File: src/rtl/overlap_susceptibility_accumulator_macros.svh
// assertion macros for the overlap susceptibility accumulator rtl
// no dependencies; included by osa_datapath.sv
`ifndef OVERLAP_SUSCEPTIBILITY_ACCUMULATOR_MACROS_SVH
`define OVERLAP_SUSCEPTIBILITY_ACCUMULATOR_MACROS_SVH
`ifndef NO_ASSERTIONS
// same-cycle implication
`define OSA_ASSERT_NOW(label, clk, rstn, ante, cons) \
    label: assert property (@(posedge clk) disable iff (!rstn) (ante) |-> (cons)) \
        else $error("osa assertion failed");
// next-cycle implication
`define OSA_ASSERT_NEXT(label, clk, rstn, ante, cons) \
    label: assert property (@(posedge clk) disable iff (!rstn) (ante) |=> (cons)) \
        else $error("osa assertion failed");
`else
`define OSA_ASSERT_NOW(label, clk, rstn, ante, cons)
`define OSA_ASSERT_NEXT(label, clk, rstn, ante, cons)
`endif
`endif

File: src/rtl/osa_pkg.sv
// shared types and constants of the overlap susceptibility accumulator
// no dependencies; used by every rtl module of the block
`timescale 1ns / 1ps
`default_nettype none

package osa_pkg;

    localparam int COORD_W   = 32;
    localparam int AXES      = 3;
    localparam int CFG_W     = 64;
    localparam int CFG_IDX_W = 3;
    localparam int OVL_W     = 64;
    localparam int DIMS_W    = 2;
    localparam int INV_W     = 32;
    localparam int BOX_W     = 48;

    localparam int SUM_W     = 29;
    localparam int SQSUM_W   = 45;
    localparam int MEAN_W    = 32;
    localparam int CHI_W     = 64;

    // shared multiplier: 3 x 2 limbs of 32 bits
    localparam int LIMB_W    = 32;
    localparam int MUL_A_W   = 96;
    localparam int MUL_B_W   = 64;
    localparam int MUL_P_W   = 160;

    // widths of the lag-end intermediates
    localparam int P_W       = 61;
    localparam int Q_W       = 77;
    localparam int M2_W      = 90;
    localparam int R_W       = 112;

    localparam int DEF_MAX_ATOMS   = 65536;
    localparam int DEF_MAX_WINDOWS = 4096;

    localparam logic [CFG_IDX_W-1:0] REG_OVERLAP_SQ    = 3'd0;
    localparam logic [CFG_IDX_W-1:0] REG_DIMS_IN_USE   = 3'd1;
    localparam logic [CFG_IDX_W-1:0] REG_INV_PAIR      = 3'd2;
    localparam logic [CFG_IDX_W-1:0] REG_INV_ATOM      = 3'd3;
    localparam logic [CFG_IDX_W-1:0] REG_BOX_VOLUME    = 3'd4;

    localparam logic [OVL_W-1:0]  RST_OVERLAP_SQ = 64'h0000_0001_0000_0000;
    localparam logic [DIMS_W-1:0] RST_DIMS       = 2'd3;
    localparam logic [INV_W-1:0]  RST_INV        = 32'hFFFF_FFFF;
    localparam logic [BOX_W-1:0]  RST_BOX        = 48'h0000_0001_0000;

    typedef enum logic [3:0] {
        ST_IDLE,
        ST_SQUARE,
        ST_TALLY,
        ST_CLOSE_SQ,
        ST_CLOSE_ADD,
        ST_MUL_GO,
        ST_MUL_WAIT,
        ST_DIFF,
        ST_CHI_FIN,
        ST_OUT
    } state_t;

    typedef enum logic [2:0] {
        MUL_P,
        MUL_Q,
        MUL_Q2,
        MUL_M2,
        MUL_CHI
    } mul_op_t;

    typedef struct packed {
        logic    load_item;
        logic    square;
        logic    tally;
        logic    close_sq;
        logic    close_add;
        logic    mul_start;
        logic    cap_en;
        mul_op_t mul_op;
        logic    diff;
        logic    chi_fin;
        logic    load_out;
    } cmd_t;

    typedef struct packed {
        logic mul_busy;
        logic last_atom;
        logic last_window;
    } status_t;

endpackage

`default_nettype wire

File: src/rtl/osa_ctrl.sv
// controller: sequences the per-atom steps, window close and lag-end math
// depends on osa_pkg; drives osa_datapath through cmd_t and reads status_t
`timescale 1ns / 1ps
`default_nettype none

module osa_ctrl (
    input  logic              aclk,
    input  logic              aresetn,
    input  logic              s_valid,
    output logic              s_ready,
    output logic              m_valid,
    input  logic              m_ready,
    output osa_pkg::cmd_t     cmd,
    input  osa_pkg::status_t  status
);

    osa_pkg::state_t  state_reg;
    osa_pkg::state_t  state_next;
    osa_pkg::mul_op_t op_reg;
    osa_pkg::mul_op_t op_next;
    logic             m_valid_reg;
    logic             m_valid_next;

    always_ff @(posedge aclk) begin
        if (!aresetn) begin
            state_reg   <= osa_pkg::ST_IDLE;
            op_reg      <= osa_pkg::MUL_P;
            m_valid_reg <= 1'b0;
        end else begin
            state_reg   <= state_next;
            op_reg      <= op_next;
            m_valid_reg <= m_valid_next;
        end
    end

    always_comb begin
        state_next   = state_reg;
        op_next      = op_reg;
        m_valid_next = m_valid_reg;
        s_ready      = 1'b0;
        cmd          = '0;
        cmd.mul_op   = op_reg;
        if (m_valid_reg && m_ready) begin
            m_valid_next = 1'b0;
        end
        case (state_reg)
            osa_pkg::ST_IDLE: begin
                s_ready = 1'b1;
                if (s_valid) begin
                    cmd.load_item = 1'b1;
                    state_next    = osa_pkg::ST_SQUARE;
                end
            end
            osa_pkg::ST_SQUARE: begin
                cmd.square = 1'b1;
                state_next = osa_pkg::ST_TALLY;
            end
            osa_pkg::ST_TALLY: begin
                cmd.tally  = 1'b1;
                state_next = status.last_atom ? osa_pkg::ST_CLOSE_SQ : osa_pkg::ST_IDLE;
            end
            osa_pkg::ST_CLOSE_SQ: begin
                cmd.close_sq = 1'b1;
                state_next   = osa_pkg::ST_CLOSE_ADD;
            end
            osa_pkg::ST_CLOSE_ADD: begin
                cmd.close_add = 1'b1;
                if (status.last_window) begin
                    op_next    = osa_pkg::MUL_P;
                    state_next = osa_pkg::ST_MUL_GO;
                end else begin
                    state_next = osa_pkg::ST_IDLE;
                end
            end
            osa_pkg::ST_MUL_GO: begin
                cmd.mul_start = 1'b1;
                state_next    = osa_pkg::ST_MUL_WAIT;
            end
            osa_pkg::ST_MUL_WAIT: begin
                if (!status.mul_busy) begin
                    cmd.cap_en = 1'b1;
                    case (op_reg)
                        osa_pkg::MUL_P: begin
                            op_next    = osa_pkg::MUL_Q;
                            state_next = osa_pkg::ST_MUL_GO;
                        end
                        osa_pkg::MUL_Q: begin
                            op_next    = osa_pkg::MUL_Q2;
                            state_next = osa_pkg::ST_MUL_GO;
                        end
                        osa_pkg::MUL_Q2: begin
                            op_next    = osa_pkg::MUL_M2;
                            state_next = osa_pkg::ST_MUL_GO;
                        end
                        osa_pkg::MUL_M2:  state_next = osa_pkg::ST_DIFF;
                        osa_pkg::MUL_CHI: state_next = osa_pkg::ST_CHI_FIN;
                        default:          state_next = osa_pkg::ST_IDLE;
                    endcase
                end
            end
            osa_pkg::ST_DIFF: begin
                cmd.diff   = 1'b1;
                op_next    = osa_pkg::MUL_CHI;
                state_next = osa_pkg::ST_MUL_GO;
            end
            osa_pkg::ST_CHI_FIN: begin
                cmd.chi_fin = 1'b1;
                state_next  = osa_pkg::ST_OUT;
            end
            osa_pkg::ST_OUT: begin
                // hold until the output register is free
                if (!m_valid_reg || m_ready) begin
                    cmd.load_out = 1'b1;
                    m_valid_next = 1'b1;
                    state_next   = osa_pkg::ST_IDLE;
                end
            end
            default: begin
                state_next = osa_pkg::ST_IDLE;
            end
        endcase
    end

    assign m_valid = m_valid_reg;

endmodule

`default_nettype wire

File: config.mk
export PLATFORM = sky130hd
export DESIGN_NAME = osa_ctrl
export DESIGN_NICKNAME = d
export VERILOG_FILES = /design/src/rtl/overlap_susceptibility_accumulator_macros.svh /design/src/rtl/osa_pkg.sv /design/src/rtl/osa_ctrl.sv
export SDC_FILE = /design/constraint.sdc
export NUM_CORES = 1
export LEC_CHECK = 0
export BUFFER_PORTS_ARGS = -buffer_cell sky130_fd_sc_hd__buf_2
export CAP_MARGIN = 10
export CORE_AREA = 2 2 39 41
export CTS_BUF_LIST = sky130_fd_sc_hd__clkbuf_4 sky130_fd_sc_hd__clkbuf_8 sky130_fd_sc_hd__clkbuf_16
export CTS_CLUSTER_DIAMETER = 200
export CTS_CLUSTER_SIZE = 40
export DETAILED_ROUTE_END_ITERATION = 6
export DIE_AREA = 0 0 41 43
export PLACE_DENSITY = 0.75
export SKIP_LAST_GASP = 1
export SYNTH_ARGS = -nofsm -noshare
export SYNTH_HDL_FRONTEND = slang
export SYNTH_SLANG_ARGS = --single-unit
export TNS_END_PERCENT = 20
File: constraint.sdc
create_clock -name aclk -period 3.28 [get_ports aclk]
set_input_delay 0.328 -clock aclk [delete_from_list [all_inputs] [get_ports aclk]]
set_output_delay 0.328 -clock aclk [all_outputs]
set_load 0.05 [all_outputs]
# ---- Word-level counts from Yosys, hierarchy flattened
# Index checks and enable logic that the tools add are counted.
# W data, S select, Z words.
dict set report word_totals {
  register_bits 8
  latch_bits 0
  ram_bits 0
  rom_bits 0
  in_bits 7
  out_inout_bits 15
  word_cells 58
  n_memories 0
}
dict set report op_classes {
  n_addsub 0
  mul 0
  n_div 0
  magnitude_cmp 0
  eq_ne 18
  n_shift 0
  mux 28
  bitwise_logic 0
  reduce_logical 9
}
# cell n
set ops {}
lappend ops {{$pmux W4 S10} 1}
lappend ops {{$pmux W3 S3} 2}
lappend ops {{$mux W1} 17}
lappend ops {{$eq A4 B3 Y1 const B} 4}
lappend ops {{$mux W4} 3}
lappend ops {{$pmux W4 S3} 1}
lappend ops {{$mux W3} 3}
lappend ops {{$eq A4 B2 Y1 const B} 2}
lappend ops {{$eq A4 B4 Y1 const B} 2}
lappend ops {{$ne A2 B2 Y1 const B} 4}
lappend ops {{$eq A3 B2 Y1 const B} 2}
lappend ops {{$eq A4 B1 Y1 const B} 1}
lappend ops {{$logic_not A4 Y1} 1}
lappend ops {{$ne A4 B4 Y1 const B} 1}
lappend ops {{$reduce_and A4 Y1} 1}
lappend ops {{$eq A3 B1 Y1 const B} 1}
lappend ops {{$eq A3 B3 Y1 const B} 1}
lappend ops {{$logic_not A3 Y1} 1}
lappend ops {{$reduce_and A3 Y1} 1}
lappend ops {{$reduce_bool A3 Y1} 1}
lappend ops {{$reduce_or A3 Y1} 1}
lappend ops {{$mux W2} 1}
lappend ops {{$logic_and A1 B1 Y1} 1}
lappend ops {{$logic_not A1 Y1} 1}
lappend ops {{$logic_or A1 B1 Y1} 1}

# ---- Longest topological paths before layout
# Gate-level depths: netlist of run 1.
dict set report depth {
  ltp_word 5
  depth_mapped 5
  depth_no_buf 4
}

# ---- Worst setup path after synthesis of run 1
# Ideal clock, no wire load.
dict set report synth_timing {
  path_kind {flip-flop to output port}
  from {reg state_reg[3]}
  to {out cmd[1] (netlist bit)}
  t_arrival_ns 2.292
  required_ns 2.952
  setup_slack_ns 0.660
  path_stages_with_launch 3
  path_buffers 1
  path_cell_list {dfxtp_1 -> clkbuf_1 -> nor4b_1}
}
# item line
set synth_rtl {}
lappend synth_rtl {{start, declared} osa_ctrl.sv:17} ;# osa_pkg::state_t state_reg;
lappend synth_rtl {{start signal, assigned} osa_ctrl.sv:26} ;# state_reg <= osa_pkg::ST_IDLE;
lappend synth_rtl {{start signal, assigned} osa_ctrl.sv:30} ;# state_reg <= state_next;
lappend synth_rtl {{end, declared} osa_ctrl.sv:13} ;# output osa_pkg::cmd_t cmd,

==> reports/metrics.csv, run 1 <==
stage,metric,value,unit
outcome,status,"finished, final reports clean",
floorplanning,io_pins,22,
route,ant_nets,0,
finish,multi_input_area,402,um2
place,placed_cell_area,708,um2
synth,synth-async-reset-ratio,0,%
synth,synth.distinct_cells,34,
clock_tree,cts_tree,done,
global_routing,grt_usage,19.0,%
synth,synth_area,616,um2
finish,drive_above_1_share,32.0,%
global_routing,grt_antenna_before_repair,0,
synth,synth-edff-count,0,
route,dr_total_vias,636,
sta,fin_tns_setup,0,ns
job,maxCapViolations,0,
global_routing,grt-ovfl-total,0,
clock_tree,post-cts-setup-buffers,0,
clock_tree,cts_resized,0,
finish,stdcell_count,113,
clock_tree,cts_buffers,3,
critical_path,critPathLaunchType,flip-flop,
route,drt_iter0_markers,7,
sta,report.final.slew_viol_count,0,
critical_path,endpoint_kind,output pin,
critical_path,r2r_cells,4,
finish,diodes,0,
clock_tree,clkTransAtPathRegs,0.06,ns
clock_tree,cts_sinks,8,
route,met2_length,584,um
critical_path,worstPathRequired,2.95,ns
synth,synth_flop_cell,dfxtp_1,
sta,hold_viol,0,
global_routing,grt_pass1_vias,534,
critical_path,critPathKind,flip-flop to output pin,
sta,setup_viol,0,
sta,rsz0062_at_grt,no,
place,numPortBuffers,21,
critical_path,slowest_stage,or4_4,
power_and_ir_drop,ir_drop,0.199,mV
place,gp_congestion,0.774,
synth,synth_area_per_cell,7.89,um2
synth,synth_warnings,0,
critical_path,arrival,1.73,ns
route,met1_length,661,um
floorplanning,fp.dieW,41,um
finish,largest_reg_flops,4,
synth,synthTopCellsByCount,"nor2_1 (9), dfxtp_1 (8), a21oi_1 (5), nand2b_1 (5)",
sta,clock_skew,0.00537,ns
sta,fmax,0.485,GHz
floorplanning,coreArea,1380,um2
route,drc_errors,0,
route,drt_pre_antenna_iters,4,
place,dpl.hpwl,1010,um
finish,fill_cells,146,
synth,synth_most_common_cell,nor2_1,
route,wl_met3,98,um
synth,ys_ff_latch,8,
route,via_per_inst,5.63,
finish,regArea,160,um2
power_and_ir_drop,p_leak,0.000306,uW
global_routing,grt_pass1_wl,2320,um
critical_path,worstPathMaxFanout,15,
route,wl,1370,um
finish,layout-area-overhead-vs-synth,18.7,%
finish,final_area,731,um2
route,routed.top_layer,met4,
floorplanning,dieHeight,43,um
synth,synth.area.top_cells,"dfxtp_1 (26%), nor2_1 (5.5%), nand2b_1 (5.1%)",
route,wl_per_cell,12.1,um
floorplanning,row_count,14,
min_path,whs_path_depth,3,
floorplanning,initial_core_util,44.5,%
sta,fin_crit_sh,62.8,%
min_path,hold_class,input port to flip-flop,
synth,yosysSeqAreaShare,26.0,%
synth,synth_fp_nets,85,
critical_path,crit_chain,or4_4 -> inv_1 -> and2_1 -> buf_2,
critical_path,cpPeakStageDelay,0.59,ns
global_routing,grt_max_degree,18,
clock_tree,cts_root_buffer,clkbuf_4,
clock_tree,clockBufferDepth,2,
synth,synthCells,78,
sta,worst_pin_slew,0.515,ns
finish,fin_nets,106,
clock_tree,clkLatencyLatePin,0.26,ns
floorplanning,die_area,1760,um2
sta,finalHoldWorstSlack,0.334,ns
clock_tree,htreeDepth,1,
synth,synth_area_leader_cell,dfxtp_1,
synth,synth_top_area_share,26.0,%
place,post-place-cells,110,
power_and_ir_drop,p_per_area,363,nW/um2
clock_tree,ctsHoldBuffers,0,
sta,slew_headroom,65.6,%
sta,period_needed,2.06,ns
metrics by stage:
step	utilization [%]	power, uW	worst slack (ns)
2_1_floorplan	-	175	0.660
3_3_place_gp	51.2	189	1.53
3_5_place_dp	51.2	191	1.49
4_1_cts	52.8	268	1.22
5_1_grt	52.8	284	1.10
6_report	52.8	266	1.22
where the power goes:
part	leakage [uW]	internal [uW]	switching, uW
sequential	0.0000649	100	11.9
clock	0.0000138	42.0	35.3
combinational	0.000227	25.6	50.3
cell families (layout without fill, tap and decap cells):
group,count (synthesis),after routing,synth area share [%]
multiplexers,2,2,3.25
flip-flops,8,8,26.0
buffers and inverters,10,29,8.74
AND/OR/NAND/NOR,35,35,34.1
AO/OA/AOI/OAI,23,23,27.8
path summary, 6_finish.rpt:
check                 end          from  slack, ns
max reg2reg  state_reg[0]  state_reg[0]       1.74
min reg2reg  state_reg[1]     op_reg[1]       0.53
min          state_reg[1]       aresetn       0.33
max               cmd[12]  state_reg[3]       1.22
area by class of cell:
type                       instances  area share, %
multi-input combinational         60           55.0
sequential                         8           21.9
timing repair buffer              21           14.4
clock buffer                       3           3.08
inverter                           5           2.91
tap                               16           2.74
metal layers:
layer	global-route usage [%]	vias up
met3	4.71	4
li1	-	325
met5	0	-
met4	10.0	0
met2	26.9	21
met1	25.6	286
layout by cell type, fill, tap and decap left out:
cell / Yosys / final
a31oi_1: 1 / 1
o31a_1: 1 / 1
o211ai_1: 1 / 1
dfxtp_1: 8 / 8
o21ai_0: 4 / 4
inv_4: 1 / 1
a21oi_1: 5 / 5
a31oi_2: 1 / 1
and2_1: 1 / 1
nor2b_1: 4 / 4
mux2i_1: 2 / 2
nand2_1: 4 / 4
a211oi_1: 2 / 2
or4_4: 1 / 1
a21boi_0: 1 / 1
and2b_1: 1 / 1
nand3b_1: 2 / 2
a211o_1: 1 / 1
o21ai_1: 1 / 1
clkbuf_4: 0 / 3
nor3_1: 3 / 3
nor2_1: 9 / 9
buf_2: 2 / 21
o31ai_1: 1 / 1
and4bb_2: 2 / 2
o221ai_2: 2 / 2
a2bb2oi_1: 1 / 1
inv_1: 4 / 4
a221oi_1: 1 / 1
or2b_1: 1 / 1
nor4b_1: 2 / 2
nand2b_1: 5 / 5
critical path, delay by kind of cell (launching register included):
kind,cells,cell delay [ns]
buf+inv,2,0.33
flops,1,0.44
simple gates,2,0.70
No activity file was read; power rests on OpenSTA's default activity.
==> run 2: changes to the inputs <==
--- a/config.mk
+++ b/config.mk
@@ -7,13 +7,13 @@
 export LEC_CHECK = 0
 export BUFFER_PORTS_ARGS = -buffer_cell sky130_fd_sc_hd__buf_2
 export CAP_MARGIN = 10
-export CORE_AREA = 2 2 39 41
+export CORE_MARGIN = 2
+export CORE_UTILIZATION = 47
 export CTS_BUF_LIST = sky130_fd_sc_hd__clkbuf_4 sky130_fd_sc_hd__clkbuf_8 sky130_fd_sc_hd__clkbuf_16
 export CTS_CLUSTER_DIAMETER = 200
 export CTS_CLUSTER_SIZE = 40
 export DETAILED_ROUTE_END_ITERATION = 6
-export DIE_AREA = 0 0 41 43
-export PLACE_DENSITY = 0.75
+export PLACE_DENSITY = 0.76
 export SKIP_LAST_GASP = 1
 export SYNTH_ARGS = -nofsm -noshare
 export SYNTH_HDL_FRONTEND = slang
==> constraint.sdc (replaced) <==
create_clock -name aclk -period 2 [get_ports aclk]
set_input_delay 0.2 -clock aclk [delete_from_list [all_inputs] [get_ports aclk]]
set_output_delay 0.2 -clock aclk [all_outputs]
set_load 0.05 [all_outputs]
==> reports/metrics.csv, run 2 (synthesis gave the netlist of run 1 again) <==
stage,metric,value,unit,change
route,ant_nets,0,,unchanged
clock_tree,htreeDepth,1,,unchanged
sta,rsz0062_at_grt,no,,unchanged
finish,fin_nets,108,,was 106
route,drt_iter0_markers,9,,was 7
sta,period_needed,1.86,ns,
global_routing,use_met3,8.33,%,was 4.71%
sta,slew_headroom,63.5,%,was 65.6%
place,placed_cell_area,728,um2,was 708 um2
min_path,hold_class,input port to flip-flop,,unchanged
global_routing,grt_pass1_wl,2230,um,was 2320 um
finish,layout-area-overhead-vs-synth,22.2,%,was 18.7%
power_and_ir_drop,p_leak,0.000319,uW,was 0.000306 uW
finish,drive_above_1_share,35.4,%,was 32.0%
finish,fill_cells,125,,was 146
sta,hold_viol,0,,unchanged
clock_tree,ctsHoldBuffers,0,,unchanged
clock_tree,clkTransAtPathRegs,0.06,ns,about the same
floorplanning,fp.dieW,40.2,um,was 41 um
critical_path,worstPathMaxFanout,15,,unchanged
critical_path,critPathLaunchType,flip-flop,,unchanged
route,drc_errors,0,,unchanged
finish,final_cell_mix,"buf_2 (21), nor2_1 (9), dfxtp_1 (7), nand2b_1 (5), a21oi_1 (5)",,"was buf_2 (21), nor2_1 (9), dfxtp_1 (8), nand2b_1 (5), a21oi_1 (5)"
finish,stdcell_count,114,,was 113
critical_path,arrival,1.66,ns,was 1.73 ns
power_and_ir_drop,p_per_area,588,nW/um2,was 363 nW/um2
clock_tree,clkLatencyLatePin,0.26,ns,about the same
critical_path,critPathKind,flip-flop to output pin,,unchanged
global_routing,grt_util_met1,25.4,%,was 25.6%
global_routing,grt_usage,21.2,%,was 19.0%
floorplanning,initial_core_util,48.5,%,was 44.5%
global_routing,use_met2,35.5,%,was 26.9%
global_routing,grt_max_degree,17,,was 18
clock_tree,clockBufferDepth,2,,unchanged
route,via_per_inst,5.72,,was 5.63
critical_path,worstPathRequired,1.80,ns,was 2.95 ns
floorplanning,io_pins,22,,unchanged
sta,worst_pin_slew,0.546,ns,was 0.515 ns
route,wl_per_cell,12.8,um,was 12.1 um
place,post-place-cells,111,,was 110
critical_path,endpoint_kind,output pin,,unchanged
route,wl,1460,um,was 1370 um
place,gp_congestion,0.833,,was 0.774
route,dr_total_vias,652,,was 636
clock_tree,cts_tree,done,,unchanged
floorplanning,dieHeight,40.2,um,was 43 um
power_and_ir_drop,ir_drop,0.310,mV,was 0.199 mV
finish,multi_input_area,408,um2,was 402 um2
floorplanning,coreArea,1270,um2,was 1380 um2
sta,fmax,0.537,GHz,
clock_tree,cts_root_buffer,clkbuf_4,,unchanged
critical_path,rrSetupSlack,0.37,ns,was 1.74 ns
finish,largest_reg_flops,4,,unchanged
route,drt_pre_antenna_iters,4,,unchanged
global_routing,busiest_layer,met2,,unchanged
outcome,status,"finished, final reports clean",,unchanged
sta,fin_crit_sh,93.1,%,
floorplanning,die_area,1620,um2,was 1760 um2
sta,setup_viol,0,,unchanged
global_routing,grt-ovfl-total,0,,unchanged
global_routing,grt_pass1_vias,518,,was 534
place,dpl.hpwl,1080,um,was 1010 um
finish,final_area,752,um2,was 731 um2
sta,report.final.slew_viol_count,0,,unchanged
place,numPortBuffers,21,,unchanged
sta,finalHoldWorstSlack,0.193,ns,was 0.334 ns
clock_tree,cts_buffers,3,,unchanged
finish,diodes,0,,unchanged
global_routing,grt_antenna_before_repair,0,,unchanged
sta,clock_skew,0.00235,ns,was 0.00537 ns
job,maxCapViolations,0,,unchanged
finish,final_common_cell,buf_2,,unchanged
clock_tree,cts_sinks,8,,unchanged
floorplanning,row_count,13,,was 14
finish,regArea,161,um2,was 160 um2
## run 2: cell count changes in the layout (fill, tap and decap cells not counted), sizes merged
cell  before  now
buf       21   23
## run 2: path summary, 6_finish.rpt
| check | end | from | depth (start not counted) |
|---|---|---|---|
| hold reg to reg | state_reg[1] | op_reg[1] | 2 |
| setup reg to reg | state_reg[0] | state_reg[0] | 4 |
| hold / removal | state_reg[1] | aresetn | 3 |
| setup / recovery | cmd[0] | state_reg[0] | 3 |
## run 2: critical path: stages, from the launching register on
cell and delay, ns:
dfxtp_1 0.66, and4bb_2 0.35, nor2b_1 0.13, buf_2 0.26
## run 2: cell type report
| type | instances | share of cell area [%] |
|---|---|---|
| well taps | 15 | 2.50 |
| flip-flops and latches | 8 | 21.5 |
| repair buffers | 23 | 16.0 |
| inverters | 5 | 2.83 |
| clock buffers | 3 | 3.00 |
| multi-input cells | 60 | 54.2 |
## run 2: per-layer routing
layer	routed length [um]	up-vias
met5	0	-
met4	12	0
met3	71	2
met2	694	14
met1	685	312
li1	-	324
## run 2: repair_timing
item,4_1_cts,5_1_grt
gates resized for setup,0,1
setup buffers,0,0
endpoints found under the hold margin,0,0
endpoints found under the setup margin,0,1
## run 2: stage by stage
step	setup slack, ns	setup TNS, ns	power [uW]	util (%)
2_1_floorplan	-0.438	-0.438	288	-
3_3_place_gp	0.371	0	312	57.4
3_5_place_dp	0.345	0	315	57.4
4_1_cts	0.0583	0	443	59.2
5_1_grt	0.0377	0	464	59.3
6_report	0.137	0	442	59.3
## run 2: power breakdown
part           internal, uW  total (uW)  switching [uW]
Clock                  69.0         129            60.4
Combinational          42.7         127            84.0
Sequential              165         186            20.7
==> run 3: changes to the inputs <==
--- a/config.mk
+++ b/config.mk
@@ -13,7 +13,8 @@
 export CTS_CLUSTER_DIAMETER = 200
 export CTS_CLUSTER_SIZE = 40
 export DETAILED_ROUTE_END_ITERATION = 6
-export PLACE_DENSITY = 0.76
+export PLACE_DENSITY = 0.86
+export SETUP_SLACK_MARGIN = 0.3
 export SKIP_LAST_GASP = 1
 export SYNTH_ARGS = -nofsm -noshare
 export SYNTH_HDL_FRONTEND = slang
==> reports/metrics.csv, run 3 (synthesis gave the netlist of run 1 again) <==
stage,metric,value,unit,change
outcome,status,"finished, final reports clean",,unchanged
sta,slew_headroom,80.7,%,was 63.5%
floorplanning,dieHeight,40.2,um,unchanged
place,placed_cell_area,739,um2,was 728 um2
clock_tree,htreeDepth,1,,unchanged
sta,setup_viol,0,,unchanged
power_and_ir_drop,p_int,286,uW,was 277 uW
finish,layout-area-overhead-vs-synth,31.9,%,was 22.2%
route,drt_pre_antenna_iters,4,,unchanged
clock_tree,cts_buffers,3,,unchanged
job,maxCapViolations,0,,unchanged
critical_path,worstPathRequired,1.80,ns,about the same
finish,final_area,812,um2,was 752 um2
route,drc_errors,0,,unchanged
finish,drive_above_1_share,43.1,%,was 35.4%
power_and_ir_drop,p_sw,163,uW,was 165 uW
sta,fin_tns_setup,0,ns,unchanged
place,gp_congestion,0.825,,was 0.833
critical_path,endpoint_kind,output pin,,unchanged
finish,largest_reg_flops,4,,unchanged
floorplanning,initial_core_util,48.5,%,unchanged
floorplanning,io_pins,22,,unchanged
finish,diodes,0,,unchanged
route,via_per_inst,5.61,,was 5.72
power_and_ir_drop,share_comb_of_total_power,33.2,%,was 28.7%
place,numPortBuffers,21,,unchanged
power_and_ir_drop,ir_drop,0.352,mV,was 0.310 mV
clock_tree,cts_tree,done,,unchanged
finish,regArea,169,um2,was 161 um2
floorplanning,coreArea,1270,um2,unchanged
global_routing,grt_pass1_vias,489,,was 518
critical_path,rrSetupSlack,0.60,ns,was 0.37 ns
route,ant_nets,0,,unchanged
sta,hold_viol,0,,unchanged
power_and_ir_drop,pwr-share-seq,39.3,%,was 42.0%
sta,rsz0062_at_grt,yes,,was no
global_routing,grt-ovfl-total,0,,unchanged
power_and_ir_drop,p_per_area,553,nW/um2,was 588 nW/um2
global_routing,grt_antenna_before_repair,0,,unchanged
sta,fmax,0.595,GHz,was 0.537 GHz
power_and_ir_drop,p_clk_share,27.4,%,was 29.3%
global_routing,grt_max_degree,18,,was 17
finish,fin_nets,111,,was 108
global_routing,grt_pass1_wl,2090,um,was 2230 um
critical_path,arrival,1.48,ns,was 1.66 ns
place,dpl.hpwl,1030,um,was 1080 um
finish,multi_input_area,422,um2,was 408 um2
floorplanning,die_area,1620,um2,unchanged
global_routing,grt_usage,19.5,%,was 21.2%
sta,finalHoldWorstSlack,0.225,ns,was 0.193 ns
sta,clock_skew,0.00757,ns,was 0.00235 ns
clock_tree,clockBufferDepth,2,,unchanged
critical_path,worstPathMaxFanout,4,,was 15
sta,report.final.slew_viol_count,0,,unchanged
clock_tree,cts_root_buffer,clkbuf_4,,unchanged
clock_tree,clkTransAtPathRegs,0.05,ns,was 0.06 ns
route,dr_total_vias,656,,was 652
finish,final_common_cell,buf_2,,unchanged
finish,final_cell_mix,"buf_2 (19), nor2_1 (9)",,"was buf_2 (21), nor2_1 (9), dfxtp_1 (7), nand2b_1 (5), a21oi_1 (5)"
sta,period_needed,1.68,ns,was 1.86 ns
min_path,hold_class,input port to flip-flop,,unchanged
clock_tree,cts_sinks,8,,unchanged
sta,worst_pin_slew,0.289,ns,was 0.546 ns
route,wl_per_cell,12.6,um,was 12.8 um
finish,fill_cells,111,,was 125
sta,fin_crit_sh,84.0,%,was 93.1%
critical_path,critPathLaunchType,flip-flop,,unchanged
clock_tree,ctsHoldBuffers,0,,unchanged
min_path,whs_path_depth,3,,unchanged
critical_path,r2r_cells,4,,unchanged
route,drt_iter0_markers,8,,was 9
clock_tree,clkLatencyLatePin,0.26,ns,about the same
floorplanning,fp.dieW,40.2,um,unchanged
route,wl,1470,um,was 1460 um
power_and_ir_drop,p_leak,0.000347,uW,was 0.000319 uW
power_and_ir_drop,switching_share,36.4,%,was 37.4%
critical_path,critPathKind,flip-flop to output pin,,unchanged
floorplanning,row_count,13,,unchanged
==> run 3: worst paths after layout <==
path                                    from      endpoint
worst max-delay path            state_reg[3]       cmd[12]
worst min-delay path                 aresetn  state_reg[1]
worst max register to register  state_reg[0]  state_reg[0]
worst min register to register     op_reg[1]  state_reg[1]
==> run 3: per-layer routing <==
| metal | routed length, um | GRT usage [%] | up-vias |
|---|---|---|---|
| met5 | 0 | 0 | - |
| met4 | 12 | 10.0 | 0 |
| met3 | 51 | 3.33 | 4 |
| met2 | 706 | 29.8 | 15 |
| met1 | 703 | 26.0 | 304 |
| li1 | - | - | 333 |
==> run 3: final cells by class <==
type / count / share of cell area (%)
inverters: 5 / 2.62
flip-flops and latches: 8 / 20.8
multi-input cells: 60 / 51.9
well taps: 15 / 2.31
clock buffers: 3 / 2.77
repair buffers: 26 / 19.6
==> run 3: power by group through the flow <==
| stage | registers (uW) | logic (uW) | clock network (uW) |
|---|---|---|---|
| floorplan | 174 | 116 | 0 |
| global placement | 182 | 133 | 0 |
| detailed placement | 182 | 136 | 0 |
| CTS | 179 | 138 | 130 |
| global route | 178 | 161 | 136 |
| finish | 177 | 149 | 123 |
==> run 3: metrics by stage <==
stage | std cells | utilization (%) | total power [uW] | setup WS [ns]
global route | 117 | 64.0 | 475 | 0.245
CTS | 114 | 60.5 | 447 | 0.190
floorplan | 78 | - | 290 | 0.0819
detailed placement | 111 | 58.3 | 318 | 0.366
global placement | 111 | 58.3 | 315 | 0.395
finish | 117 | 64.0 | 449 | 0.321
==> run 3: what timing repair did <==
| action | in CTS | in global routing |
|---|---|---|
| buffers inserted | 0 | 3 |
| endpoints found under the setup margin | 5 | 5 |
| resized for setup | 3 | 10 |
==> run 3: critical path: stages (launching register included) <==
cell,delay [ns]
dfxtp_4,0.35
or4_4,0.54
inv_2,0.07
and2_4,0.14
buf_8,0.13
